===== config.mk =====
export PLATFORM = sky130hd
export DESIGN_NAME = mssc_seq
export DESIGN_NICKNAME = d
export VERILOG_FILES = /design/src/hw/rtl/min_squares_sum_count_top_macros.svh /design/src/hw/rtl/mssc_pkg.sv /design/src/hw/rtl/mssc_seq.sv
export SDC_FILE = /design/constraint.sdc
export NUM_CORES = 1
export LEC_CHECK = 0
export BUFFER_PORTS_ARGS = -buffer_cell sky130_fd_sc_hd__buf_2
export CAP_MARGIN = 10
export CORE_AREA = 2 2 104 86
export CTS_CLUSTER_DIAMETER = 40
export CTS_CLUSTER_SIZE = 20
export DETAILED_ROUTE_END_ITERATION = 16
export DIE_AREA = 0 0 106 88
export PLACE_DENSITY = 0.84
export SETUP_SLACK_MARGIN = 0.5
export SYNTH_ARGS = -nofsm -noshare
export SYNTH_HDL_FRONTEND = slang
export SYNTH_SLANG_ARGS = --single-unit

===== constraint.sdc =====
create_clock -name i_clk -period 3.75 [get_ports i_clk]
set_input_delay 1.125 -clock i_clk [delete_from_list [all_inputs] [get_ports i_clk]]
set_output_delay 1.125 -clock i_clk [all_outputs]
set_load 0.05 [all_outputs]

===== src/hw/rtl/min_squares_sum_count_top_macros.svh =====
// Assertion macros for the minimum square count block.
// Used by min_squares_sum_count_top; depends on nothing else.
`ifndef MIN_SQUARES_SUM_COUNT_TOP_MACROS_SVH
`define MIN_SQUARES_SUM_COUNT_TOP_MACROS_SVH
`ifndef SYNTHESIS
// Same-cycle implication, disabled while reset is asserted
`define MSSC_ASSERT_IMP(label, clk, rst_n, ante, cons) \
    label: assert property (@(posedge clk) disable iff (!rst_n) (ante) |-> (cons)) \
        else $error("mssc assertion failed");
// Next-cycle implication, disabled while reset is asserted
`define MSSC_ASSERT_NXT(label, clk, rst_n, ante, cons) \
    label: assert property (@(posedge clk) disable iff (!rst_n) (ante) |=> (cons)) \
        else $error("mssc assertion failed");
`else
`define MSSC_ASSERT_IMP(label, clk, rst_n, ante, cons)
`define MSSC_ASSERT_NXT(label, clk, rst_n, ante, cons)
`endif
`endif


===== src/hw/rtl/mssc_pkg.sv =====
// Shared constants and types for the minimum square count block.
// Depends on nothing; imported by mssc_seq and the top module.
package mssc_pkg;

    localparam int MAX_TARGET = 4095;
    localparam int TARGET_W   = 12;
    localparam int COUNT_W    = 3;
    localparam int DEPTH      = MAX_TARGET + 1;
    localparam int ADDR_W     = $clog2(DEPTH);
    // square and odd-step registers need one bit above the address
    localparam int SQ_W       = ADDR_W + 1;
    localparam int CMP_W      = (TARGET_W > ADDR_W) ? TARGET_W : ADDR_W;

    localparam logic [COUNT_W-1:0] COUNT_NONE = COUNT_W'(7);

    typedef struct packed {
        logic               we;
        logic [ADDR_W-1:0]  waddr;
        logic [COUNT_W-1:0] wdata;
        logic               re;
        logic [ADDR_W-1:0]  raddr;
    } t_ram_req;

    typedef struct packed {
        logic               busy;
        logic               res_load;
        logic [COUNT_W-1:0] res_count;
    } t_seq_stat;

endpackage


===== src/hw/rtl/mssc_seq.sv =====
// Table fill sequencer (uses mssc_pkg): walks v and the squares below it,
// issues one table read a cycle while a square fits; keeps a running min.
module mssc_seq
    import mssc_pkg::*;
(
    input  logic               i_clk,
    input  logic               i_rst_n,
    input  logic               i_start,
    input  logic [ADDR_W-1:0]  i_target,
    input  logic               i_out_free,
    input  logic [COUNT_W-1:0] i_rd_data,
    output t_ram_req           o_ram,
    output t_seq_stat          o_stat
);

    localparam logic [2:0] ST_IDLE  = 3'd0;
    localparam logic [2:0] ST_SEED0 = 3'd1;
    localparam logic [2:0] ST_SEED1 = 3'd2;
    localparam logic [2:0] ST_RUN   = 3'd3;
    localparam logic [2:0] ST_POST  = 3'd4;

    logic [2:0]         r_state, n_state;
    logic [ADDR_W-1:0]  r_target, n_target;
    logic [ADDR_W-1:0]  r_v, n_v;
    logic [SQ_W-1:0]    r_sq, n_sq;
    logic [SQ_W-1:0]    r_odd, n_odd;
    logic [COUNT_W-1:0] r_best, n_best;
    logic               r_rd_vld, n_rd_vld;
    logic [COUNT_W-1:0] r_res, n_res;

    logic [SQ_W-1:0]    w_v_ext;
    logic               w_sq_fits;
    logic [COUNT_W:0]   w_cand;
    logic [COUNT_W-1:0] w_best_now;

    // fold the returning table entry into the running minimum
    assign w_cand  = {1'b0, i_rd_data} + (COUNT_W+1)'(1);
    always_comb begin
        w_best_now = r_best;
        if (r_rd_vld && (w_cand < {1'b0, r_best})) begin
            w_best_now = w_cand[COUNT_W-1:0];
        end
    end

    assign w_v_ext   = {1'b0, r_v};
    assign w_sq_fits = (r_sq <= w_v_ext);

    // next-state and datapath control
    always_comb begin
        n_state  = r_state;
        n_target = r_target;
        n_v      = r_v;
        n_sq     = r_sq;
        n_odd    = r_odd;
        n_best   = w_best_now;
        n_rd_vld = 1'b0;
        n_res    = r_res;
        o_ram    = '0;
        case (r_state)
            ST_IDLE: begin
                if (i_start) begin
                    n_target = i_target;
                    n_state  = ST_SEED0;
                end
            end
            ST_SEED0: begin
                o_ram.we    = 1'b1;
                o_ram.waddr = '0;
                o_ram.wdata = '0;
                if (r_target == '0) begin
                    n_res   = '0;
                    n_state = ST_POST;
                end else begin
                    n_state = ST_SEED1;
                end
            end
            ST_SEED1: begin
                o_ram.we    = 1'b1;
                o_ram.waddr = ADDR_W'(1);
                o_ram.wdata = COUNT_W'(1);
                if (r_target == ADDR_W'(1)) begin
                    n_res   = COUNT_W'(1);
                    n_state = ST_POST;
                end else begin
                    n_v     = ADDR_W'(2);
                    n_sq    = SQ_W'(1);
                    n_odd   = SQ_W'(3);
                    n_best  = COUNT_NONE;
                    n_state = ST_RUN;
                end
            end
            ST_RUN: begin
                if (w_sq_fits) begin
                    // issue read of entry v - s, step to next square
                    o_ram.re    = 1'b1;
                    o_ram.raddr = ADDR_W'(w_v_ext - r_sq);
                    n_rd_vld    = 1'b1;
                    n_sq        = r_sq + r_odd;
                    n_odd       = r_odd + SQ_W'(2);
                end else begin
                    // all squares done: store entry v, advance or finish
                    o_ram.we    = 1'b1;
                    o_ram.waddr = r_v;
                    o_ram.wdata = w_best_now;
                    if (r_v == r_target) begin
                        n_res   = w_best_now;
                        n_state = ST_POST;
                    end else begin
                        n_v    = r_v + ADDR_W'(1);
                        n_sq   = SQ_W'(1);
                        n_odd  = SQ_W'(3);
                        n_best = COUNT_NONE;
                    end
                end
            end
            ST_POST: begin
                if (i_out_free) begin
                    n_state = ST_IDLE;
                end
            end
            default: begin
                n_state = ST_IDLE;
            end
        endcase
    end

    // control registers
    always_ff @(posedge i_clk) begin
        if (!i_rst_n) begin
            r_state  <= ST_IDLE;
            r_rd_vld <= 1'b0;
        end else begin
            r_state  <= n_state;
            r_rd_vld <= n_rd_vld;
        end
    end

    // datapath registers
    always_ff @(posedge i_clk) begin
        r_target <= n_target;
        r_v      <= n_v;
        r_sq     <= n_sq;
        r_odd    <= n_odd;
        r_best   <= n_best;
        r_res    <= n_res;
    end

    assign o_stat.busy      = (r_state != ST_IDLE);
    assign o_stat.res_load  = (r_state == ST_POST) && i_out_free;
    assign o_stat.res_count = r_res;

endmodule


==> impl_metrics.tcl, run 1 <==
set metrics [dict create \
    drt_wl_total_um 13600 \
    yosysTopAreaCell "edfxtp_1" \
    finalClockSkew_ps 13.3 \
    setup_viol 7 \
    io_pins 53 \
    status "complete, but fails checks" \
    rsz0062_at_grt "yes" \
    ys.flop_type "edfxtp_1" \
    numCtsBuffers 9 \
    grt_max_degree 26 \
    synth_seq_cells 59 \
    drtIter0Drc 433 \
    utilization_pct 76.2 \
    finalCritPeriodShare_pct 107 \
    cts_tree "yes" \
    io_buffers 52 \
    endpoint_kind "primary output" \
    avgSynthCellArea_um2 9.70 \
    die_area_mm2 0.00933 \
    p_per_area_mw_per_mm2 355 \
    grt_usage_pct 28.3 \
    period_needed_ps 3990 \
    syn_nets 503 \
    hp-class "register to register" \
    ant_nets 0 \
    grt_remaining_overflow 0 \
    num_vias 4114 \
    ys_async_sr_fraction_pct 0 \
    start_kind "input pin" \
    final_cells 683 \
    firstDrtPassIters 5 \
    ir_drop_v 0.000238 \
    setup_ws_ps -245 \
    final_nets 626 \
    viasPerCell 6.02 \
    drive_gt1_share_pct 41.3 \
    yosysUniqueCellTypes 57 \
    drc_errors 0 \
    rows 30 \
    antenna_cells 0 \
    netlist_area_mm2 0.00430 \
    cts_root_buf "clkbuf_8" \
    clkTransAtPathRegs_ps 80 \
    dp_cells 612 \
    core_area_mm2 0.00830 \
    yosysWarnings 0 \
    clk_latency_ps 350 \
    fin_hold_ws_ps 660 \
    violations "negative setup slack" \
    place_hpwl_um 7700 \
    fmax_mhz 250 \
    wl_per_cell_um 19.9 \
    arrival_ps 2870 \
    synth_edf_count 52 \
    die_y_um 88 \
    grt_pass1_wl_um 20100 \
    drv_cap 0 \
    start_util_pct 51.8 \
    area_delta_synth_final_pct 47.2 \
    yosysMostFrequentCell "nor2_1" \
    critPathKind "input pin to primary output" \
    yosysTopAreaCellShare_pct 36.4 \
    power.leakage_nw 2.57 \
    cp_max_fo 2 \
    slew_violations 0 \
    finalHoldViolCount 0 \
    crit_required_ps 2620 \
    cts_buffer_depth 2 \
    relSlewSlack_pct 55.6 \
    grt_pass1_vias 4023 \
    gp_congestion 0.897 \
    setup_tns_ps -987 \
    die_x_um 106 \
    reg2reg_slack_ps 810 \
    ys_seq_area_share_pct 39.6 \
    cts.sink_count 59 \
    htreeDepth 3 \
    antenna_found_initial 0 \
    syn_inst 443 \
    synth_common_cells "nor2_1, edfxtp_1, ha_1" \
    worstMarginPinSlew_ps 660 \
    synth_area_leaders "edfxtp_1, ha_1, nor2_1" \
]
## cell families after synthesis
family	count (synthesis)	synth area share (%)
compound gates	82	13.4
flops	59	39.6
mux	4	0.932
buf+inv	47	4.43
xor+xnor	46	9.38
simple gates	164	20.0
fa+ha+maj	41	12.3
## worst max-delay path, cell delays in order
cell and delay (ps):
buf_8 100, ha_4 270, ha_4 180, a21boi_2 140, o21ai_1 150, nand4b_1 200
buf_4 220, mux2i_4 200, nor2_4 110, buf_6 160
## final cells by class
type                            count  area (um2)
Clock buffer                       13         149
Clock inverter                      3        40.0
Fill cell                         483        1970
Inverter                           39         159
Multi-Input combinational cell    337        3000
Sequential cell                    59        1700
Tap cell                          112         140
Timing Repair Buffer              120        1140
## stage by stage
stage               instance area, um2  total power (W)  setup slack [ps]
floorplan                         4710          0.00133              48.2
global placement                  5160          0.00145              -220
detailed placement                5160          0.00148              -244
CTS                               6120          0.00216              -148
global route                      6320          0.00233              -266
finish                            6320          0.00225              -245
## where the power goes
| part | leakage (nW) | internal (W) | switching [W] |
|---|---|---|---|
| Combinational | 1.93 | 0.000343 | 0.000471 |
| Clock | 0.0974 | 0.000324 | 0.000265 |
| Sequential | 0.542 | 0.000782 | 0.0000613 |
| Total | 2.57 | 0.00145 | 0.000797 |
## sequential cells by signal, indices dropped and copies added (netlist names)
signal,count
r_best,3
r_res,3
r_rd_vld,1
r_v,12
r_target,12
r_sq,13
r_odd,12
r_state,3
## placed cells by master (no fill, tap or decap), types with 3 or more instances in the layout
cell,instances
a21oi_2,4
and3_1,8
dfxtp_1,7
xnor2_1,22
o21ai_1,4
a21o_1,9
o21ai_0,10
nor2_2,4
nand2_1,19
nand2b_1,3
edfxtp_1,52
nand3_1,12
a211oi_1,5
nor2_1,46
nor2_4,22
clkbuf_1,3
ha_1,23
ha_4,15
xor2_1,21
buf_6,25
nor3_4,3
nor4_1,6
a21oi_1,15
a211oi_4,3
a31oi_1,3
nor3_1,7
buf_8,15
inv_2,14
nand4_1,3
nand2_4,3
and2_1,3
or3_1,3
clkbuf_8,10
buf_12,5
buf_2,21
o21a_1,5
nor2b_1,3
inv_1,24
buf_4,53
## routing by layer
metal,global-route usage (%),vias up,wire length (um)
met5,0,-,0
met4,11.4,0,613
met1,34.5,1991,5310
li1,-,1805,-
met3,5.28,62,1030
met2,50.2,256,6620
## final timing paths
path	cells past startpoint	start	end
worst min register to register	2	r_odd[12]	r_odd[12]
worst max register to register	7	r_v[1]	r_v[6]
worst max-delay path	10	i_rd_data[0]	o_ram[15]
worst min-delay path	2	r_odd[12]	r_odd[12]
## what timing repair did
| item | in CTS | in global routing |
|---|---|---|
| pin swaps | 28 | 15 |
| resized for setup | 108 | 28 |
| setup buffers | 42 | 12 |
| hold buffers | 0 | 0 |
| gates cloned | 1 | 0 |
| setup endpoints to repair | 29 | 29 |
No activity file was read; power rests on OpenSTA's default activity.
==> run 2: changes to the inputs <==
--- a/config.mk
+++ b/config.mk
@@ -13,7 +13,6 @@
 export DETAILED_ROUTE_END_ITERATION = 16
 export DIE_AREA = 0 0 106 88
 export PLACE_DENSITY = 0.84
-export SETUP_SLACK_MARGIN = 0.5
 export SYNTH_ARGS = -nofsm -noshare
 export SYNTH_HDL_FRONTEND = slang
 export SYNTH_SLANG_ARGS = --single-unit
==> impl_metrics.tcl, run 2 (same netlist as run 1, synthesis figures left out) <==
set metrics [dict create \
    ant_nets 0 \
    violations "negative setup slack" \
    drv_cap 0 \
    drc_errors 0 \
    core_area_mm2 0.00830 \
    p_per_area_mw_per_mm2 374 \
    fillers 590 \
    hold_start "r_odd[12]" \
    cts_tree "yes" \
    num_vias 3781 \
    grt_usage_pct 24.5 \
    final_cells 658 \
    utilization_pct 68.2 \
    cts_buffer_depth 2 \
    holdPathStages 2 \
    final_cell_mix "nor2_1, edfxtp_1, buf_4, inv_1, ha_1" \
    clkTransAtPathRegs_ps 70 \
    wl_per_cell_um 17.6 \
    cp_max_fo 2 \
    area_delta_synth_final_pct 31.7 \
    power.leakage_nw 2.38 \
    fin_hold_ws_ps 650 \
    finalClockSkew_ps 15.3 \
    hp-class "register to register" \
    period_needed_ps 3920 \
    r2r-end "r_res[0]" \
    place_hpwl_um 7790 \
    setup_ws_ps -170 \
    drive_gt1_share_pct 32.4 \
    status "complete, but fails checks" \
    grt_max_degree 26 \
    relSlewSlack_pct 55.8 \
    largest-register "r_sq" \
    cts.sink_count 59 \
    io_buffers 52 \
    die_y_um 88 \
    rsz0062_at_grt "yes" \
    critPathKind "input pin to primary output" \
    gp_congestion 0.865 \
    reg2reg_depth 11 \
    path_buf_inv 2 \
    final_common_cell "nor2_1" \
    grt_pass1_vias 3667 \
    arrival_ps 2790 \
    worstMarginPinSlew_ps 657 \
    drtIter0Drc 278 \
    crit_slowest_cell "ha_4" \
    rows 30 \
    cts_root_buf "clkbuf_8" \
    path_cells "buf_8 > ha_4 > ha_4 > a21boi_2 > o21ai_1 > nand4b_1 > mux2i_2 > o21ai_1 > and2_4 > buf_8" \
    grt_pass1_wl_um 17700 \
    viasPerCell 5.75 \
    fmax_mhz 255 \
    cpPeakStageDelay_ps 260 \
    drt_wl_total_um 11600 \
    largest_reg_flops 13 \
    final_nets 601 \
    crit_required_ps 2620 \
    numCtsBuffers 9 \
    dp_cells 626 \
    reg2reg_slack_ps 800 \
    antenna_cells 0 \
    antenna_found_initial 0 \
    slew_violations 0 \
    hold_path_end "r_odd[12]" \
    io_pins 53 \
    die_x_um 106 \
    endpoint_kind "primary output" \
    finalCritPeriodShare_pct 105 \
    cp_top_family "adder cells" \
    grt_remaining_overflow 0 \
    clk_latency_ps 350 \
    die_area_mm2 0.00933 \
    rr_startpoint "r_sq[10]" \
    ir_drop_v 0.000266 \
    htreeDepth 3 \
    start_kind "input pin" \
    setup_viol 3 \
    finalHoldViolCount 0 \
    firstDrtPassIters 4 \
    start_util_pct 51.8 \
]
## run 2: cell types whose count changed in the layout (fill, tap and decap cells not counted), moves of 3 or more
cell / before / now
ha_1: 23 / 27
nor2_4: 22 / 2
inv_2: 14 / 7
buf_6: 25 / 17
nor2_1: 46 / 61
nand2_4: 3 / 0
ha_4: 15 / 12
buf_2: 21 / 24
buf_12: 5 / 0
buf_8: 15 / 2
inv_1: 24 / 31
nor2_2: 4 / 9
## run 2: area by class of cell
type                    instances  area, um2  area share [%]
clock buffers                  13        149            2.63
inverters                      39        149            2.63
multi-input cells             337       2740            48.5
flip-flops and latches         59       1700            30.1
well taps                     112        140            2.48
clock inverters                 3       40.0           0.708
repair buffers                 95        732            12.9
## run 2: worst register-to-register path, cell delays in order, from the launching register on
cell and delay (ps):
edfxtp_1 440, ha_4 340, nand4b_4 160, nor3_4 220
a211oi_2 90, buf_4 180, a21o_4 230, nand2_8 150
buf_4 150, inv_4 30, buf_4 130, nor3_1 470
## run 2: metal layers
metal,GRT usage (%),part of all wire [%],vias up
met5,0,0,-
met4,8.01,1.9,0
met3,4.69,6.6,22
met2,43.2,49,164
met1,30.7,42,1832
li1,-,-,1763
## run 2: through the flow
step / setup slack (ps) / setup TNS (ps) / instance area, um2 / power (W)
floorplan: -52.2 / -52.2 / 4340 / 0.00125
global placement: -279 / -591 / 4900 / 0.00139
detailed placement: -313 / -774 / 4900 / 0.00141
CTS: -171 / -435 / 5350 / 0.00203
global route: -262 / -765 / 5660 / 0.00220
finish: -170 / -467 / 5660 / 0.00212
## run 2: worst max path at each step
stage                            start        end  slack [ps]  depth (start not counted)
final                     i_rd_data[0]  o_ram[13]        -170                         10
after CTS                 i_rd_data[0]  o_ram[13]        -170                         10
after floorplan           i_rd_data[0]  o_ram[14]         -50                          7
after global routing      i_rd_data[0]  o_ram[13]        -260                         10
after global placement    i_rd_data[0]  o_ram[13]        -280                         10
after detailed placement  i_rd_data[0]  o_ram[13]        -310                         10
## run 2: repair_timing
item | 4_1_cts | 5_1_grt
gates resized for setup | 53 | 66
endpoints found under the setup margin | 29 | 29
hold endpoints to repair | 0 | 0
hold buffers | 0 | 0
setup buffers | 9 | 7
pin swaps | 11 | 8
## run 2: power by group
group	total [W]	leakage (nW)	internal, W	switching, W
clock	0.000576	0.0974	0.000324	0.000252
sequential	0.000840	0.542	0.000782	0.0000580
combinational	0.000700	1.74	0.000288	0.000412
total	0.00212	2.38	0.00139	0.000722
==> run 3: changes to the inputs <==
--- a/config.mk
+++ b/config.mk
@@ -7,11 +7,12 @@
 export LEC_CHECK = 0
 export BUFFER_PORTS_ARGS = -buffer_cell sky130_fd_sc_hd__buf_2
 export CAP_MARGIN = 10
-export CORE_AREA = 2 2 104 86
+export CORE_AREA = 2 2 102 85
+export CTS_BUF_LIST = sky130_fd_sc_hd__clkbuf_4
 export CTS_CLUSTER_DIAMETER = 40
 export CTS_CLUSTER_SIZE = 20
 export DETAILED_ROUTE_END_ITERATION = 16
-export DIE_AREA = 0 0 106 88
+export DIE_AREA = 0 0 104 87
 export PLACE_DENSITY = 0.84
 export SYNTH_ARGS = -nofsm -noshare
 export SYNTH_HDL_FRONTEND = slang
==> constraint.sdc (replaced) <==
create_clock -name i_clk -period 4.8 [get_ports i_clk]
set_input_delay 1.44 -clock i_clk [delete_from_list [all_inputs] [get_ports i_clk]]
set_output_delay 1.44 -clock i_clk [all_outputs]
set_load 0.05 [all_outputs]
==> impl_metrics.tcl, run 3 (same netlist as run 1, synthesis figures left out) <==
set metrics [dict create \
    setup_ws_ps 70.1 \
    final_common_cell "nor2_1" \
    cts_root_buf "clkbuf_4" \
    rr_startpoint "r_v[8]" \
    ir_drop_v 0.000203 \
    area_delta_synth_final_pct 13.4 \
    cp_max_fo 4 \
    start_util_pct 53.0 \
    drc_errors 0 \
    drive_gt1_share_pct 19.1 \
    slew_violations 0 \
    firstDrtPassIters 5 \
    setup_viol 0 \
    antenna_cells 0 \
    grt_usage_pct 22.8 \
    largest-register "r_sq" \
    io_pins 53 \
    hp-class "register to register" \
    cts_tree "yes" \
    holdPathStages 2 \
    largest_reg_flops 13 \
    arrival_ps 3290 \
    cpPeakStageDelay_ps 280 \
    dp_slack_ps 40.8 \
    htreeDepth 3 \
    final_nets 563 \
    antenna_found_initial 0 \
    ant_nets 0 \
    hold_path_end "r_best[1]" \
    p_per_area_mw_per_mm2 293 \
    drt_wl_total_um 9870 \
    wl_per_cell_um 15.9 \
    clkTransAtPathRegs_ps 100 \
    utilization_pct 60.1 \
    grt_remaining_overflow 0 \
    period_needed_ps 4730 \
    grt_max_degree 36 \
    reg2reg_depth 8 \
    die_x_um 104 \
    core_area_mm2 0.00811 \
    critPathKind "input pin to primary output" \
    die_area_mm2 0.00905 \
    cp_top_family "adder cells" \
    endpoint_kind "primary output" \
    status "finished clean" \
    finalCritPeriodShare_pct 98.5 \
    worstMarginPinSlew_ps 601 \
    reg2reg_slack_ps 1750 \
    io_buffers 52 \
    gp_congestion 0.888 \
    crit_required_ps 3360 \
    clk_latency_ps 420 \
    finalHoldViolCount 0 \
    die_y_um 87 \
    num_vias 3428 \
    grt_pass1_wl_um 16300 \
    start_kind "input pin" \
    numCtsBuffers 9 \
    cts_buffer_depth 2 \
    relSlewSlack_pct 59.6 \
    hold_start "r_best[1]" \
    power.leakage_nw 2.13 \
    path_cells "buf_2 > ha_4 > ha_1 > a21boi_0 > o21ai_0 > nand4b_1 > mux2i_1 > o21ai_0 > and2_1 > buf_2" \
    rows 30 \
    viasPerCell 5.53 \
    crit_slowest_cell "ha_1" \
    cts.sink_count 59 \
    setup_tns_ps 0 \
    r2r-end "r_v[11]" \
    final_cell_mix "nor2_1, edfxtp_1, buf_2, inv_1, ha_1" \
    drv_cap 0 \
    path_buf_inv 2 \
    fmax_mhz 211 \
    fin_hold_ws_ps 550 \
    finalClockSkew_ps 14.3 \
    place_hpwl_um 7430 \
    grt_pass1_vias 3414 \
    drtIter0Drc 197 \
]
## run 3: changes by cell type in the layout (fill, tap and decap cells not counted), moves of 7 or more
cell,before,now
buf_4,51,5
buf_2,24,50
buf_6,17,1
ha_1,27,38
ha_4,12,1
clkbuf_4,1,11
clkbuf_8,10,0
nor2_1,61,71
nor2_2,9,0
inv_1,31,38
inv_2,7,0
## run 3: per-stage QoR
stage | cell area [um2] | instances | power, W
after floorplan | 4300 | 443 | 0.000972
final | 4870 | 620 | 0.00143
after CTS | 4810 | 618 | 0.00143
after global placement | 4680 | 602 | 0.00105
after detailed placement | 4680 | 602 | 0.00107
after global routing | 4870 | 620 | 0.00152
## run 3: worst min-delay path, cell delays in order, from the launching register on
cell and delay (ps):
dfxtp_1 380, mux2i_4 90, nand2_1 50
## run 3: power breakdown
group	internal (W)	switching (W)	leakage [nW]
clock	0.000160	0.000189	0.0736
sequential	0.000610	0.0000458	0.542
combinational	0.000156	0.000269	1.52
total	0.000926	0.000504	2.13
## run 3: worst max path at each step
| stage | start | to | slack [ps] | cells after the start |
|---|---|---|---|---|
| after global placement | i_rd_data[0] | o_ram[15] | 160 | 10 |
| after CTS | i_rd_data[0] | o_ram[13] | 40 | 10 |
| after detailed placement | i_rd_data[0] | o_ram[13] | 40 | 10 |
| after global routing | i_rd_data[0] | o_ram[13] | -50 | 10 |
| final | i_rd_data[0] | o_ram[13] | 70 | 10 |
| after floorplan | i_rd_data[0] | o_ram[14] | 80 | 7 |
## run 3: timing repair
item	CTS	global route
resized for setup	0	11
setup endpoints to repair	0	21
hold buffers	0	0
setup buffers	0	2
## run 3: cell type report
type                    instances  area (um2)
fillers                       717        3240
well taps                     112         140
repair buffers                 57         307
inverters                      39         149
clock inverters                 6        56.3
flip-flops and latches         59        1700
clock buffers                  10        75.1
multi-input cells             337        2440
## run 3: metal layers
layer / wire [um] / track usage, % / vias up
met2: 4650 / 38.5 / 99
li1: - / - / 1692
met3: 529 / 6.13 / 7
met1: 4610 / 29.7 / 1630
met4: 68 / 5.41 / 0
met5: 0 / 0 / -
